File: config.mk
export PLATFORM = sky130hd
export DESIGN_NAME = stun_response_address_parser
export DESIGN_NICKNAME = d
export VERILOG_FILES = /design/src/sv/stun_pkg.sv /design/src/sv/stun_response_address_parser.sv /design/src/sv/stun_hdr.sv /design/src/sv/stun_attr.sv /design/src/sv/stun_out.sv
export VERILOG_INCLUDE_DIRS = /design/src /design/src/sv
export SDC_FILE = /design/constraint.sdc
export NUM_CORES = 2
export LEC_CHECK = 0
export ABC_AREA = 1
export BUFFER_PORTS_ARGS = -buffer_cell sky130_fd_sc_hd__buf_4
export CAP_MARGIN = 0
export CORE_MARGIN = 8
export CORE_UTILIZATION = 50
export CTS_CLUSTER_SIZE = 8
export DETAILED_ROUTE_END_ITERATION = 7
export GPL_TIMING_DRIVEN = 0
export PLACE_DENSITY = 0.77
export SETUP_SLACK_MARGIN = 0.1
export SYNTH_ARGS = -nofsm -noshare
export SYNTH_HDL_FRONTEND = slang
export SYNTH_HIERARCHICAL = 1
export SYNTH_SLANG_ARGS = --single-unit
File: constraint.sdc
create_clock -name i_clk -period 12.25 [get_ports i_clk]
set_input_delay 1.225 -clock i_clk [delete_from_list [all_inputs] [get_ports i_clk]]
set_output_delay 1.225 -clock i_clk [all_outputs]
set_load 0.01 [all_outputs]
File: src/sv/stun_response_address_parser_assert.svh
// Assertion macros shared by the STUN response parser.
`ifndef STUN_RESPONSE_ADDRESS_PARSER_ASSERT_SVH
`define STUN_RESPONSE_ADDRESS_PARSER_ASSERT_SVH

// Same-cycle implication, checked on every rising clock edge outside reset.
`define STUN_ASSERT_IMPL(label, clk, rst_n, ante, cons) \
    label: assert property (@(posedge clk) disable iff (!(rst_n)) (ante) |-> (cons)) \
        else $error("stun parser assertion failed");

// Next-cycle implication.
`define STUN_ASSERT_NEXT(label, clk, rst_n, ante, cons) \
    label: assert property (@(posedge clk) disable iff (!(rst_n)) (ante) |=> (cons)) \
        else $error("stun parser assertion failed");

`endif

File: src/sv/stun_pkg.sv
// Types and constants of the STUN response address parser.
package stun_pkg;

    localparam logic [31:0] COOKIE          = 32'h2112_A442;
    localparam logic [15:0] KIND_MAPPED     = 16'h0001;
    localparam logic [15:0] KIND_XOR_MAPPED = 16'h0020;
    localparam logic [7:0]  FAMILY_V4       = 8'h01;
    localparam logic [7:0]  FAMILY_V6       = 8'h02;

    localparam int          CNT_W     = 17;
    localparam logic [16:0] CNT_MAX   = 17'h1_FFFF;
    localparam logic [16:0] HDR_BYTES = 17'd20;

    localparam logic [1:0] FAM_NONE = 2'd0;
    localparam logic [1:0] FAM_V4   = 2'd1;
    localparam logic [1:0] FAM_V6   = 2'd2;

    typedef enum logic [1:0] {
        HERR_NONE   = 2'd0,
        HERR_TYPE   = 2'd1,
        HERR_COOKIE = 2'd2
    } t_herr;

    typedef enum logic [2:0] {
        ST_OK        = 3'd0,
        ST_SHORT     = 3'd1,
        ST_TYPE_BITS = 3'd2,
        ST_COOKIE    = 3'd3,
        ST_LENGTH    = 3'd4,
        ST_TRUNCATED = 3'd5
    } t_status;

    typedef struct packed {
        logic [63:0] lo;
        logic [63:0] up;
        logic [15:0] port;
        logic [1:0]  family;
        logic        found;
    } t_kept;

    typedef struct packed {
        logic [63:0] lo;
        logic [63:0] up;
        logic [15:0] port;
        logic [1:0]  family;
        logic        found;
        logic [2:0]  status;
    } t_result;

    // Header tracker view: current counter and transaction ID, next-state values.
    typedef struct packed {
        logic [CNT_W-1:0] counter;
        logic             in_attr;
        logic [CNT_W-1:0] n_counter;
        t_herr            n_error;
        logic [15:0]      n_decl_len;
        logic [31:0]      txn_upper;
        logic [63:0]      txn_lower;
    } t_hdr_info;

    typedef struct packed {
        logic [CNT_W-1:0] n_position;
        t_kept            n_kept;
    } t_attr_info;

endpackage

File: src/sv/stun_response_address_parser.sv
// STUN response address parser top level.
// The slave stream carries one datagram byte per word in s_tdata, with s_tlast set on
// the final byte. Each accepted word updates the header tracker and the attribute
// walker in the same cycle, so a word can be taken on every clock while s_tready is high.
// On the word with s_tlast the block writes one result word to the master stream:
// status, found flag, family, port and the 128-bit address (all zero on error).
// The result is registered before it appears on m_tvalid and is
// held until m_tready takes it. Bytes that are not last never produce a word.
// Throughput is one byte per cycle while s_tready is high; the parse logic
// between the parser state registers is combinational.
// When the receiver stalls, a second result is parked in a skid entry, and
// s_tready drops only while that skid entry is occupied.
// A synchronous reset (i_rst_n low) empties the output and clears all parser
// state; the block also clears its parser state after every last byte, so each
// datagram starts from a clean header.
module stun_response_address_parser (
    input  logic          i_clk,
    input  logic          i_rst_n,
    input  logic          s_tvalid,
    output logic          s_tready,
    input  logic [7:0]    s_tdata,   // [7:0] byte_value
    input  logic          s_tlast,   // last_byte
    output logic          m_tvalid,
    input  logic          m_tready,
    output logic [151:0]  m_tdata    // status, address_found, address_family,
                                     // mapped_port, address_upper, address_lower, pad
);
    import stun_pkg::*;

`include "stun_response_address_parser_assert.svh"

    logic       w_accept;
    t_hdr_info  w_hdr;
    t_attr_info w_attr;
    t_result    w_result;
    t_result    w_out_result;
    t_status    w_status;

    assign w_accept = s_tvalid && s_tready;

    stun_hdr u_hdr (
        .i_clk    (i_clk),
        .i_rst_n  (i_rst_n),
        .i_accept (w_accept),
        .i_byte   (s_tdata),
        .i_last   (s_tlast),
        .o_hdr    (w_hdr)
    );

    stun_attr u_attr (
        .i_clk    (i_clk),
        .i_rst_n  (i_rst_n),
        .i_accept (w_accept),
        .i_byte   (s_tdata),
        .i_last   (s_tlast),
        .i_hdr    (w_hdr),
        .o_attr   (w_attr)
    );

    // Errors are checked in priority order on the state after the last byte.
    always_comb begin
        if (w_hdr.n_counter < HDR_BYTES) begin
            w_status = ST_SHORT;
        end else if (w_hdr.n_error == HERR_TYPE) begin
            w_status = ST_TYPE_BITS;
        end else if (w_hdr.n_error == HERR_COOKIE) begin
            w_status = ST_COOKIE;
        end else if ({1'b0, w_hdr.n_decl_len} != (w_hdr.n_counter - HDR_BYTES)) begin
            w_status = ST_LENGTH;
        end else if (w_attr.n_position != '0) begin
            w_status = ST_TRUNCATED;
        end else begin
            w_status = ST_OK;
        end
    end

    always_comb begin
        w_result        = '0;
        w_result.status = w_status;
        if (w_status == ST_OK) begin
            w_result.found  = w_attr.n_kept.found;
            w_result.family = w_attr.n_kept.family;
            w_result.port   = w_attr.n_kept.port;
            w_result.up     = w_attr.n_kept.up;
            w_result.lo     = w_attr.n_kept.lo;
        end
    end

    stun_out u_out (
        .i_clk        (i_clk),
        .i_rst_n      (i_rst_n),
        .i_push       (w_accept && s_tlast),
        .i_result     (w_result),
        .o_ready      (s_tready),
        .o_valid      (m_tvalid),
        .o_result     (w_out_result),
        .i_take_ready (m_tready)
    );

    assign m_tdata = {2'b00, w_out_result};

    `STUN_ASSERT_IMPL(a_stall_has_result, i_clk, i_rst_n, !s_tready, m_tvalid)
    `STUN_ASSERT_NEXT(a_last_gives_result, i_clk, i_rst_n, w_accept && s_tlast, m_tvalid)
    `STUN_ASSERT_NEXT(a_last_clears_count, i_clk, i_rst_n, w_accept && s_tlast,
        w_hdr.counter == '0)
    `STUN_ASSERT_IMPL(a_error_no_address, i_clk, i_rst_n,
        m_tvalid && (w_out_result.status != ST_OK),
        !w_out_result.found && (w_out_result.family == FAM_NONE))

endmodule

File: src/sv/stun_hdr.sv
// Header tracker: byte counter, type and cookie checks, length and transaction ID.
module stun_hdr (
    input  logic                  i_clk,
    input  logic                  i_rst_n,
    input  logic                  i_accept,
    input  logic [7:0]            i_byte,
    input  logic                  i_last,
    output stun_pkg::t_hdr_info   o_hdr
);
    import stun_pkg::*;

    logic [CNT_W-1:0] r_counter, n_counter;
    t_herr            r_error, n_error;
    logic [15:0]      r_decl_len, n_decl_len;
    logic [31:0]      r_txn_upper, n_txn_upper;
    logic [63:0]      r_txn_lower, n_txn_lower;
    logic [7:0]       w_cookie_byte;

    always_comb begin
        case (r_counter[1:0])
            2'd0:    w_cookie_byte = COOKIE[31:24];
            2'd1:    w_cookie_byte = COOKIE[23:16];
            2'd2:    w_cookie_byte = COOKIE[15:8];
            default: w_cookie_byte = COOKIE[7:0];
        endcase
    end

    always_comb begin
        n_error     = r_error;
        n_decl_len  = r_decl_len;
        n_txn_upper = r_txn_upper;
        n_txn_lower = r_txn_lower;
        n_counter   = (r_counter != CNT_MAX) ? r_counter + 1'b1 : r_counter;
        if (r_counter == 17'd0) begin
            if (i_byte[7:6] != 2'b00 && r_error == HERR_NONE) begin
                n_error = HERR_TYPE;
            end
        end else if (r_counter == 17'd2 || r_counter == 17'd3) begin
            n_decl_len = {r_decl_len[7:0], i_byte};
        end else if (r_counter >= 17'd4 && r_counter < 17'd8) begin
            if (i_byte != w_cookie_byte && r_error == HERR_NONE) begin
                n_error = HERR_COOKIE;
            end
        end else if (r_counter >= 17'd8 && r_counter < 17'd12) begin
            n_txn_upper = {r_txn_upper[23:0], i_byte};
        end else if (r_counter >= 17'd12 && r_counter < HDR_BYTES) begin
            n_txn_lower = {r_txn_lower[55:0], i_byte};
        end
    end

    // The last word of a datagram returns everything to the reset state.
    always_ff @(posedge i_clk) begin
        if (!i_rst_n || (i_accept && i_last)) begin
            r_counter   <= '0;
            r_error     <= HERR_NONE;
            r_decl_len  <= '0;
            r_txn_upper <= '0;
            r_txn_lower <= '0;
        end else if (i_accept) begin
            r_counter   <= n_counter;
            r_error     <= n_error;
            r_decl_len  <= n_decl_len;
            r_txn_upper <= n_txn_upper;
            r_txn_lower <= n_txn_lower;
        end
    end

    assign o_hdr.counter    = r_counter;
    assign o_hdr.in_attr    = (r_counter >= HDR_BYTES);
    assign o_hdr.n_counter  = n_counter;
    assign o_hdr.n_error    = n_error;
    assign o_hdr.n_decl_len = n_decl_len;
    assign o_hdr.txn_upper  = r_txn_upper;
    assign o_hdr.txn_lower  = r_txn_lower;

endmodule

File: src/sv/stun_attr.sv
// Attribute walker: TLV position, value capture and mapped address decode.
module stun_attr (
    input  logic                  i_clk,
    input  logic                  i_rst_n,
    input  logic                  i_accept,
    input  logic [7:0]            i_byte,
    input  logic                  i_last,
    input  stun_pkg::t_hdr_info   i_hdr,
    output stun_pkg::t_attr_info  o_attr
);
    import stun_pkg::*;

    logic [15:0]      r_kind, n_kind;
    logic [15:0]      r_len, n_len;
    logic [CNT_W-1:0] r_pos, n_pos;
    logic [7:0]       r_family, n_family;
    logic [15:0]      r_port, n_port;
    logic [63:0]      r_addr0, n_addr0;
    logic [63:0]      r_addr1, n_addr1;
    t_kept            r_kept, n_kept;
    logic             w_active;

    function automatic t_kept f_decode(input logic [15:0] kind, input logic [7:0] fam,
                                       input logic [15:0] port, input logic [63:0] a0,
                                       input logic [63:0] a1, input logic [31:0] tu,
                                       input logic [63:0] tl, input t_kept prev);
        t_kept k;
        logic  is_xor;
        k      = prev;
        is_xor = (kind == KIND_XOR_MAPPED);
        if (kind == KIND_MAPPED || is_xor) begin
            k.found = 1'b1;
            k.port  = is_xor ? (port ^ COOKIE[31:16]) : port;
            if (fam == FAMILY_V4) begin
                k.family = FAM_V4;
                k.up     = '0;
                k.lo     = {32'd0, a0[63:32] ^ (is_xor ? COOKIE : 32'd0)};
            end else if (fam == FAMILY_V6) begin
                k.family = FAM_V6;
                k.up     = a0 ^ (is_xor ? {COOKIE, tu} : 64'd0);
                k.lo     = a1 ^ (is_xor ? tl : 64'd0);
            end else begin
                // An unknown family throws away whatever was kept before.
                k = '0;
            end
        end
        return k;
    endfunction

    assign w_active = i_accept && i_hdr.in_attr;

    always_comb begin
        logic [CNT_W-1:0] v;
        logic [CNT_W-1:0] pos_inc;
        logic [CNT_W-1:0] len_up;
        logic [CNT_W-1:0] span;
        logic             decode_now;
        n_kind     = r_kind;
        n_len      = r_len;
        n_family   = r_family;
        n_port     = r_port;
        n_addr0    = r_addr0;
        n_addr1    = r_addr1;
        n_kept     = r_kept;
        decode_now = 1'b0;
        v          = r_pos - 17'd4;
        if (r_pos < 17'd4) begin
            if (r_pos < 17'd2) begin
                n_kind = {r_kind[7:0], i_byte};
            end else begin
                n_len = {r_len[7:0], i_byte};
            end
            if (r_pos == 17'd3) begin
                n_family   = '0;
                n_port     = '0;
                n_addr0    = '0;
                n_addr1    = '0;
                decode_now = (n_len == 16'd0);
            end
        end else begin
            // Value bytes past the twentieth are dropped.
            if (v < {1'b0, r_len} && v < 17'd20) begin
                if (v == 17'd1) begin
                    n_family = i_byte;
                end else if (v == 17'd2 || v == 17'd3) begin
                    n_port = {r_port[7:0], i_byte};
                end else begin
                    for (int i = 0; i < 8; i++) begin
                        if (v[4:0] == 5'(11 - i)) begin
                            n_addr0[8*i +: 8] = r_addr0[8*i +: 8] | i_byte;
                        end
                        if (v[4:0] == 5'(19 - i)) begin
                            n_addr1[8*i +: 8] = r_addr1[8*i +: 8] | i_byte;
                        end
                    end
                end
            end
            decode_now = (({1'b0, v} + 18'd1) == {2'b00, r_len});
        end
        if (decode_now) begin
            n_kept = f_decode(n_kind, n_family, n_port, n_addr0, n_addr1,
                              i_hdr.txn_upper, i_hdr.txn_lower, r_kept);
        end
        // Padded attribute span is 4 header bytes plus the length rounded up to 4.
        pos_inc = r_pos + 17'd1;
        len_up  = {1'b0, n_len} + 17'd3;
        span    = {len_up[CNT_W-1:2], 2'b00} + 17'd4;
        n_pos   = (pos_inc >= 17'd4 && pos_inc >= span) ? '0 : pos_inc;
    end

    always_ff @(posedge i_clk) begin
        if (!i_rst_n || (i_accept && i_last)) begin
            r_kind   <= '0;
            r_len    <= '0;
            r_pos    <= '0;
            r_family <= '0;
            r_port   <= '0;
            r_addr0  <= '0;
            r_addr1  <= '0;
            r_kept   <= '0;
        end else if (w_active) begin
            r_kind   <= n_kind;
            r_len    <= n_len;
            r_pos    <= n_pos;
            r_family <= n_family;
            r_port   <= n_port;
            r_addr0  <= n_addr0;
            r_addr1  <= n_addr1;
            r_kept   <= n_kept;
        end
    end

    assign o_attr.n_position = w_active ? n_pos : r_pos;
    assign o_attr.n_kept     = w_active ? n_kept : r_kept;

endmodule

File: src/sv/stun_out.sv
// Result output register with a skid entry behind it.
module stun_out (
    input  logic               i_clk,
    input  logic               i_rst_n,
    input  logic               i_push,
    input  stun_pkg::t_result  i_result,
    output logic               o_ready,
    output logic               o_valid,
    output stun_pkg::t_result  o_result,
    input  logic               i_take_ready
);
    import stun_pkg::*;

    logic    r_out_valid, n_out_valid;
    logic    r_skid_valid, n_skid_valid;
    t_result r_out, n_out;
    t_result r_skid, n_skid;

    always_comb begin
        n_out_valid  = r_out_valid;
        n_out        = r_out;
        n_skid_valid = r_skid_valid;
        n_skid       = r_skid;
        if (r_out_valid && i_take_ready) begin
            if (r_skid_valid) begin
                n_out        = r_skid;
                n_skid_valid = 1'b0;
            end else begin
                n_out_valid = 1'b0;
            end
        end
        // A push only happens while the skid entry is free.
        if (i_push) begin
            if (!n_out_valid) begin
                n_out_valid = 1'b1;
                n_out       = i_result;
            end else begin
                n_skid_valid = 1'b1;
                n_skid       = i_result;
            end
        end
    end

    always_ff @(posedge i_clk) begin
        if (!i_rst_n) begin
            r_out_valid  <= 1'b0;
            r_skid_valid <= 1'b0;
        end else begin
            r_out_valid  <= n_out_valid;
            r_skid_valid <= n_skid_valid;
        end
    end

    always_ff @(posedge i_clk) begin
        r_out  <= n_out;
        r_skid <= n_skid;
    end

    assign o_ready  = !r_skid_valid;
    assign o_valid  = r_out_valid;
    assign o_result = r_out;

endmodule

==> After elaboration in Yosys (flattened, before gate mapping) <==
Cells that the tools add are included.
{ "classes": {"addsub": 7, "order_cmp": 14, "n_eq_ne": 34, "n_mux": 84, "n_bitwise": 24, "n_reduce_logical": 27} }
{ "op_table": {"columns": ["cell", "n"], "rows": [
  ["$mux W64", 11],
  ["$mux W150", 4],
  ["$mux W147", 4],
  ["$mux W128", 2],
  ["$mux W16", 14],
  ["$mux W8", 20],
  ["$or A8 B8 Y8", 16],
  ["$xor A64 B64 Y64", 2],
  ["$eq A17 B2 Y1 const B", 5],
  ["$mux W62", 1],
  ["$lt A17 B5 Y1 const B", 3],
  ["$mux W17", 3],
  ["$eq A5 B4 Y1 const B", 8],
  ["$add A17 B1 Y17 const B", 2],
  ["$ge A17 B3 Y1 const B", 2],
  ["$ge A17 B4 Y1 const B", 2],
  ["$lt A17 B4 Y1 const B", 2],
  ["$xor A32 B32 Y32", 1],
  ["$mux W30", 1],
  ["$pmux W8 S3", 1],
  ["$eq A5 B3 Y1 const B", 4],
  ["$eq A5 B5 Y1 const B", 4],
  ["$add A17 B1 Y18 const B", 1],
  ["$eq A18 B16 Y1", 1],
  ["37 further kinds", 76]
]} }
{ "word_totals": {"ff_bits": 781, "output_inout_bits": 154, "wordCells": 221} }

==> Longest topological paths before layout <==
{ "logic_depth": {"depth_word": 20, "mapped_depth": 50, "depth_no_buf": 44} }

==> By module <==
The synthesis kept the hierarchy.
{ "modules_own_cells": {"columns": ["module", "instances", "cells_per_inst", "area_per_inst_um2", "seq_area_each_um2"], "rows": [
  ["stun_attr", 1, 3578, 22655.5, 6966.7],
  ["stun_out", 1, 1481, 12874.8, 7547.2],
  ["stun_hdr", 1, 1019, 6673.9, 2622.5],
  ["stun_response_address_parser", 1, 510, 3005.4, 0.0]
]} }

==> Worst setup path before layout <==
No wires, ideal clock.
{ "synth_path": {"path_kind": "reg2reg", "startpoint": "register u_attr.r_pos[5]", "endpoint": "register u_out.r_out, in the netlist u_out/o_result[140]", "setup_ps": 60, "arrival_ps": 5532, "t_required_ps": 12190, "setup_slack_ps": 6658, "path_stages_with_launch": 45, "path_buffers": 6, "path_cell_list": "dfxtp_1 -> buf_4 -> nor2_2 -> nand2_1 -> clkinv_2 -> nand2_4 -> nor2_4 -> nand2_4 -> buf_6 -> buf_6 -> o21ai_1 -> o21ai_0 -> nand2_1 -> nand2_2 -> inv_1 -> nor2_1 -> nor2_1 -> ha_1 -> [... 9 more ...] -> nor4_1 -> a2111oi_0 -> o21ai_0 -> nand2_1 -> buf_2 -> nand3_1 -> nand2_1 -> nor2_1 -> nand2_1 -> nor4_1 -> nand4_1 -> a21oi_1 -> nand2_1 -> buf_2 -> buf_6 -> nor2_1 -> nand3_1 -> nand2_1"} }
{ "synth_rtl": {"columns": ["item", "line", "source"], "rows": [
  ["start, declared", "stun_attr.sv:15", "logic [CNT_W-1:0] r_pos, n_pos;"],
  ["start signal, assigned", "stun_attr.sv:124", "r_pos <= n_pos;"],
  ["end signal, assigned", "stun_out.sv:55", "r_out <= n_out;"],
  ["end, declared", "stun_out.sv:16", "t_result r_out, n_out;"]
]} }

==> flow_metrics.tcl <==
set metrics [dict create \
    globalplace.congestion 1.030 \
    powerDensity_nw_per_um2 127.6 \
    initial_core_util_pct 50.30 \
    synthCells 6588 \
    detail-route-antenna-nets 0 \
    final_nets 6927 \
    p_sw_mw 1.873 \
    drt_iter0_markers 5433 \
    yosysWarnings 6 \
    drv_cap 1 \
    critPathMaxStageDelay_ns 0.99 \
    ios 167 \
    clockPowerShare_pct 42.6 \
    intPower_mw 4.634 \
    combPwrFrac_pct 15.2 \
    vias 44410 \
    max_freq_mhz 124.2 \
    crit_arrival_ns 8.67 \
    min_from "u_attr/r_kept[58]$_SDFF_PP0_" \
    r2r_end "u_out/o_result[129]$_DFF_P_" \
    numClockSinks 781 \
    grt_pass1_wl_mm 224.9 \
    reg2reg_slack_ns 4.20 \
    clock_path_buffers 3 \
    r2r_cells 43 \
    area_growth_pct 12.84 \
    rows 110 \
    first_global_vias 40610 \
    reg2reg_from "u_attr/r_pos[2]$_SDFF_PP0_" \
    postCtsResizedCells 0 \
    clk_root_buffer_cell "clkbuf_16" \
    clock_latency_ns 0.69 \
    critPathTopFamily "simple AND/OR/NAND/NOR gates" \
    postLayoutCoreUtil_pct 56.76 \
    first_pass_iters 8 \
    hold_viol_final 0 \
    ctsHoldBuffers 0 \
    cp-start-kind "register" \
    hold_end "u_attr/r_kept[58]$_SDFF_PP0_" \
    skew_ns 0.04249 \
    tns_ns 0 \
    leakage_nw 23.71 \
    hold_path_depth 2 \
    overflow 0 \
    ys_ff_latch 781 \
    min_period_over_period_pct 65.75 \
    cts_tree "yes" \
    finalSetupViolCount 0 \
    wl_per_cell_um 18.31 \
    hpwl_mm 112.2 \
    hp-class "reg2reg" \
    h-tree-depth 3 \
    grt_max_degree 85 \
    outcome "complete, but fails checks" \
    path_class "reg2reg" \
    max_slew_margin_pct -2.678 \
    cp_num_buf_inv 8 \
    worstMarginPinSlew_ns 1.540 \
    fin_crit_ns 8.054 \
    avgSynthCellArea_um2 6.862 \
    dp_slack_ns 4.201 \
    die_width_um 316.7 \
    violations "DRC, capacitance limit, slew limit" \
    track_usage_pct 28.28 \
    hold_slack_ns 0.4677 \
    ir_drop_uv 123.4 \
    synth_area_um2 45210 \
    synth_cell_types 57 \
    path_clk_slew_ns 0.05 \
    worst_path_most_repeated_cell "nand2_1" \
    cts_buffers 108 \
    antenna_found_initial 1 \
    core_area_um2 89870 \
    viasPerCell 5.486 \
    rsz0062_at_grt "false" \
    cpMaxStageDelayCell "nor4_1" \
    drv_slew 11 \
    drt-total-wl_mm 148.2 \
    swShare_pct 28.78 \
    post-route-drc-count 1 \
    dieArea_um2 100300 \
    drive_gt1_share_pct 10.96 \
    fin_ws_ns 4.196 \
    path_max_fanout 13 \
    post_cts_buffers 0 \
    sequentialPowerShare_pct 42.2 \
    fp.dieH_um 316.7 \
    timing.critical_path.to_type "register" \
    yosysSeqAreaShare_pct 37.90 \
    portBuffers 163 \
    required_ns 12.87 \
    nFillCells 8488 \
]
[Yosys cell counts, drive strengths merged]
cell     instances  share of area, %
inv           1169               9.7
edfxtp         150                10
a31oi            1             0.014
xnor2           60               1.2
a22oi            5             0.083
a2111oi          1             0.019
o21ai          257               2.9
nor4            12              0.18
a21oi          385               4.4
conb             1            0.0083
clkinv           6             0.053
nor3            28              0.35
a211oi           2             0.033
o21bai           3             0.050
or2              5             0.069
nand4          205               2.8
o211ai          66               1.1
o211a            1             0.022
xor2            71               1.4
ha              51               1.4
clkbuf         177               1.5
o31ai            9              0.15
a21o             1             0.017
o22ai           53              0.73
and3             1             0.014
buf            209               3.3
nand2b           1             0.014
nand3b          11              0.18
nand2         1550                13
o21a             1             0.017
nand3          787               9.4
dfxtp          631                28
a21boi          30              0.50
nor2           644               7.3
and2             4             0.055
[power groups by stage]
stage | Combinational [mW] | Clock (mW) | Sequential (mW)
after floorplan | 0.691 | 0 | 2.78
after global placement | 0.933 | 0 | 2.79
after detailed placement | 0.951 | 0 | 2.80
after CTS | 0.956 | 2.80 | 2.74
after global routing | 1.06 | 2.91 | 2.75
final | 0.986 | 2.77 | 2.75
[cells in the final DEF (no fill, tap or decap), types with 112 or more instances in the layout]
cell / netlist / final
inv_1: 1144 / 1143
buf_4: 48 / 211
clkbuf_1: 177 / 227
nand3_1: 728 / 728
nor2_1: 512 / 512
nor2_4: 112 / 112
dfxtp_1: 631 / 631
nand2_1: 1524 / 1524
nand4_1: 205 / 205
o21ai_0: 224 / 224
a21oi_1: 363 / 363
edfxtp_1: 150 / 150
[kinds of logic after synthesis]
logic type,after synthesis,share of synthesized area [%]
AND/OR/NAND/NOR,3248,33.48
adder cells (fa/ha/maj),51,1.411
buffers and inverters,1561,14.56
flip-flops,781,37.90
AO/OA/AOI/OAI,815,10.06
XOR/XNOR,131,2.571
other,1,0.008295
[layout make-up]
cell class                 count  area (µm²)  area share [%]
clock buffer                 160        2929           5.742
antenna                        1       2.502        0.004905
multi-input combinational   4247       21500           42.14
sequential                   781       17140           33.59
inverter                    1175        4422           8.667
buffer                       386        2165           4.243
clock inverter                 6       142.6          0.2796
tap                         1176        1471           2.884
timing repair buffer         164        1251           2.453
[state kept, by name, indices dropped and copies added, names as in the netlist, 2 cells and up]
name	count
u_attr/r_pos	17
u_out/o_result	150
u_hdr/r_error	2
u_out/r_skid	150
u_attr/r_kind	16
u_attr/r_kept	147
u_hdr/r_counter	17
u_hdr/r_txn_upper	32
u_attr/r_family	8
u_attr/r_addr1	64
u_attr/r_len	16
u_attr/r_addr0	64
u_attr/r_port	16
u_hdr/r_decl_len	16
u_hdr/r_txn_lower	64
[worst reg2reg max path: cells and delay by family (launching register included)]
family                   cells  cell delay, ns
AND/OR/NAND/NOR             28            4.78
flip-flops                   1            0.42
AO/OA/AOI/OAI                5            0.91
adder cells (fa/ha/maj)      2            0.50
buffers and inverters        8            1.43
[per-stage QoR]
step	cell area [µm²]	power, mW	std cells
floorplan	45210	3.475	6589
CTS	51010	6.499	8095
finish	51020	6.507	8096
detailed placement	47940	3.746	7929
global route	51010	6.722	8095
global placement	47910	3.727	7928
[metal layers]
metal	vias up	GRT usage, %	share of wire [%]
met5	-	0	0.010
met4	2	13.64	5.0
met3	450	6.418	11
met2	2272	44.54	44
met1	20260	36.61	40
li1	21430	-	-
[how the worst max path moves through the flow]
stage | start | endpoint | slack (ns) | cells past startpoint
finish | u_attr/r_pos[2]$_SDFF_PP0_ | u_out/o_result[129]$_DFF_P_ | 4.20 | 43
global route | u_attr/r_pos[16]$_SDFF_PP0_ | u_out/o_result[129]$_DFF_P_ | 3.30 | 44
CTS | u_attr/r_pos[2]$_SDFF_PP0_ | u_out/o_result[129]$_DFF_P_ | 4.18 | 43
detailed placement | u_attr/r_pos[2]$_SDFF_PP0_ | u_out/o_result[129]$_DFF_P_ | 4.20 | 43
global placement | u_attr/r_pos[2]$_SDFF_PP0_ | u_out/o_result[129]$_DFF_P_ | 4.44 | 43
floorplan | u_attr/r_pos[5]$_SDFF_PP0_ | u_out/o_result[140]$_DFF_P_ | 6.66 | 44
Note: power is estimated with default switching activity, not from simulation.
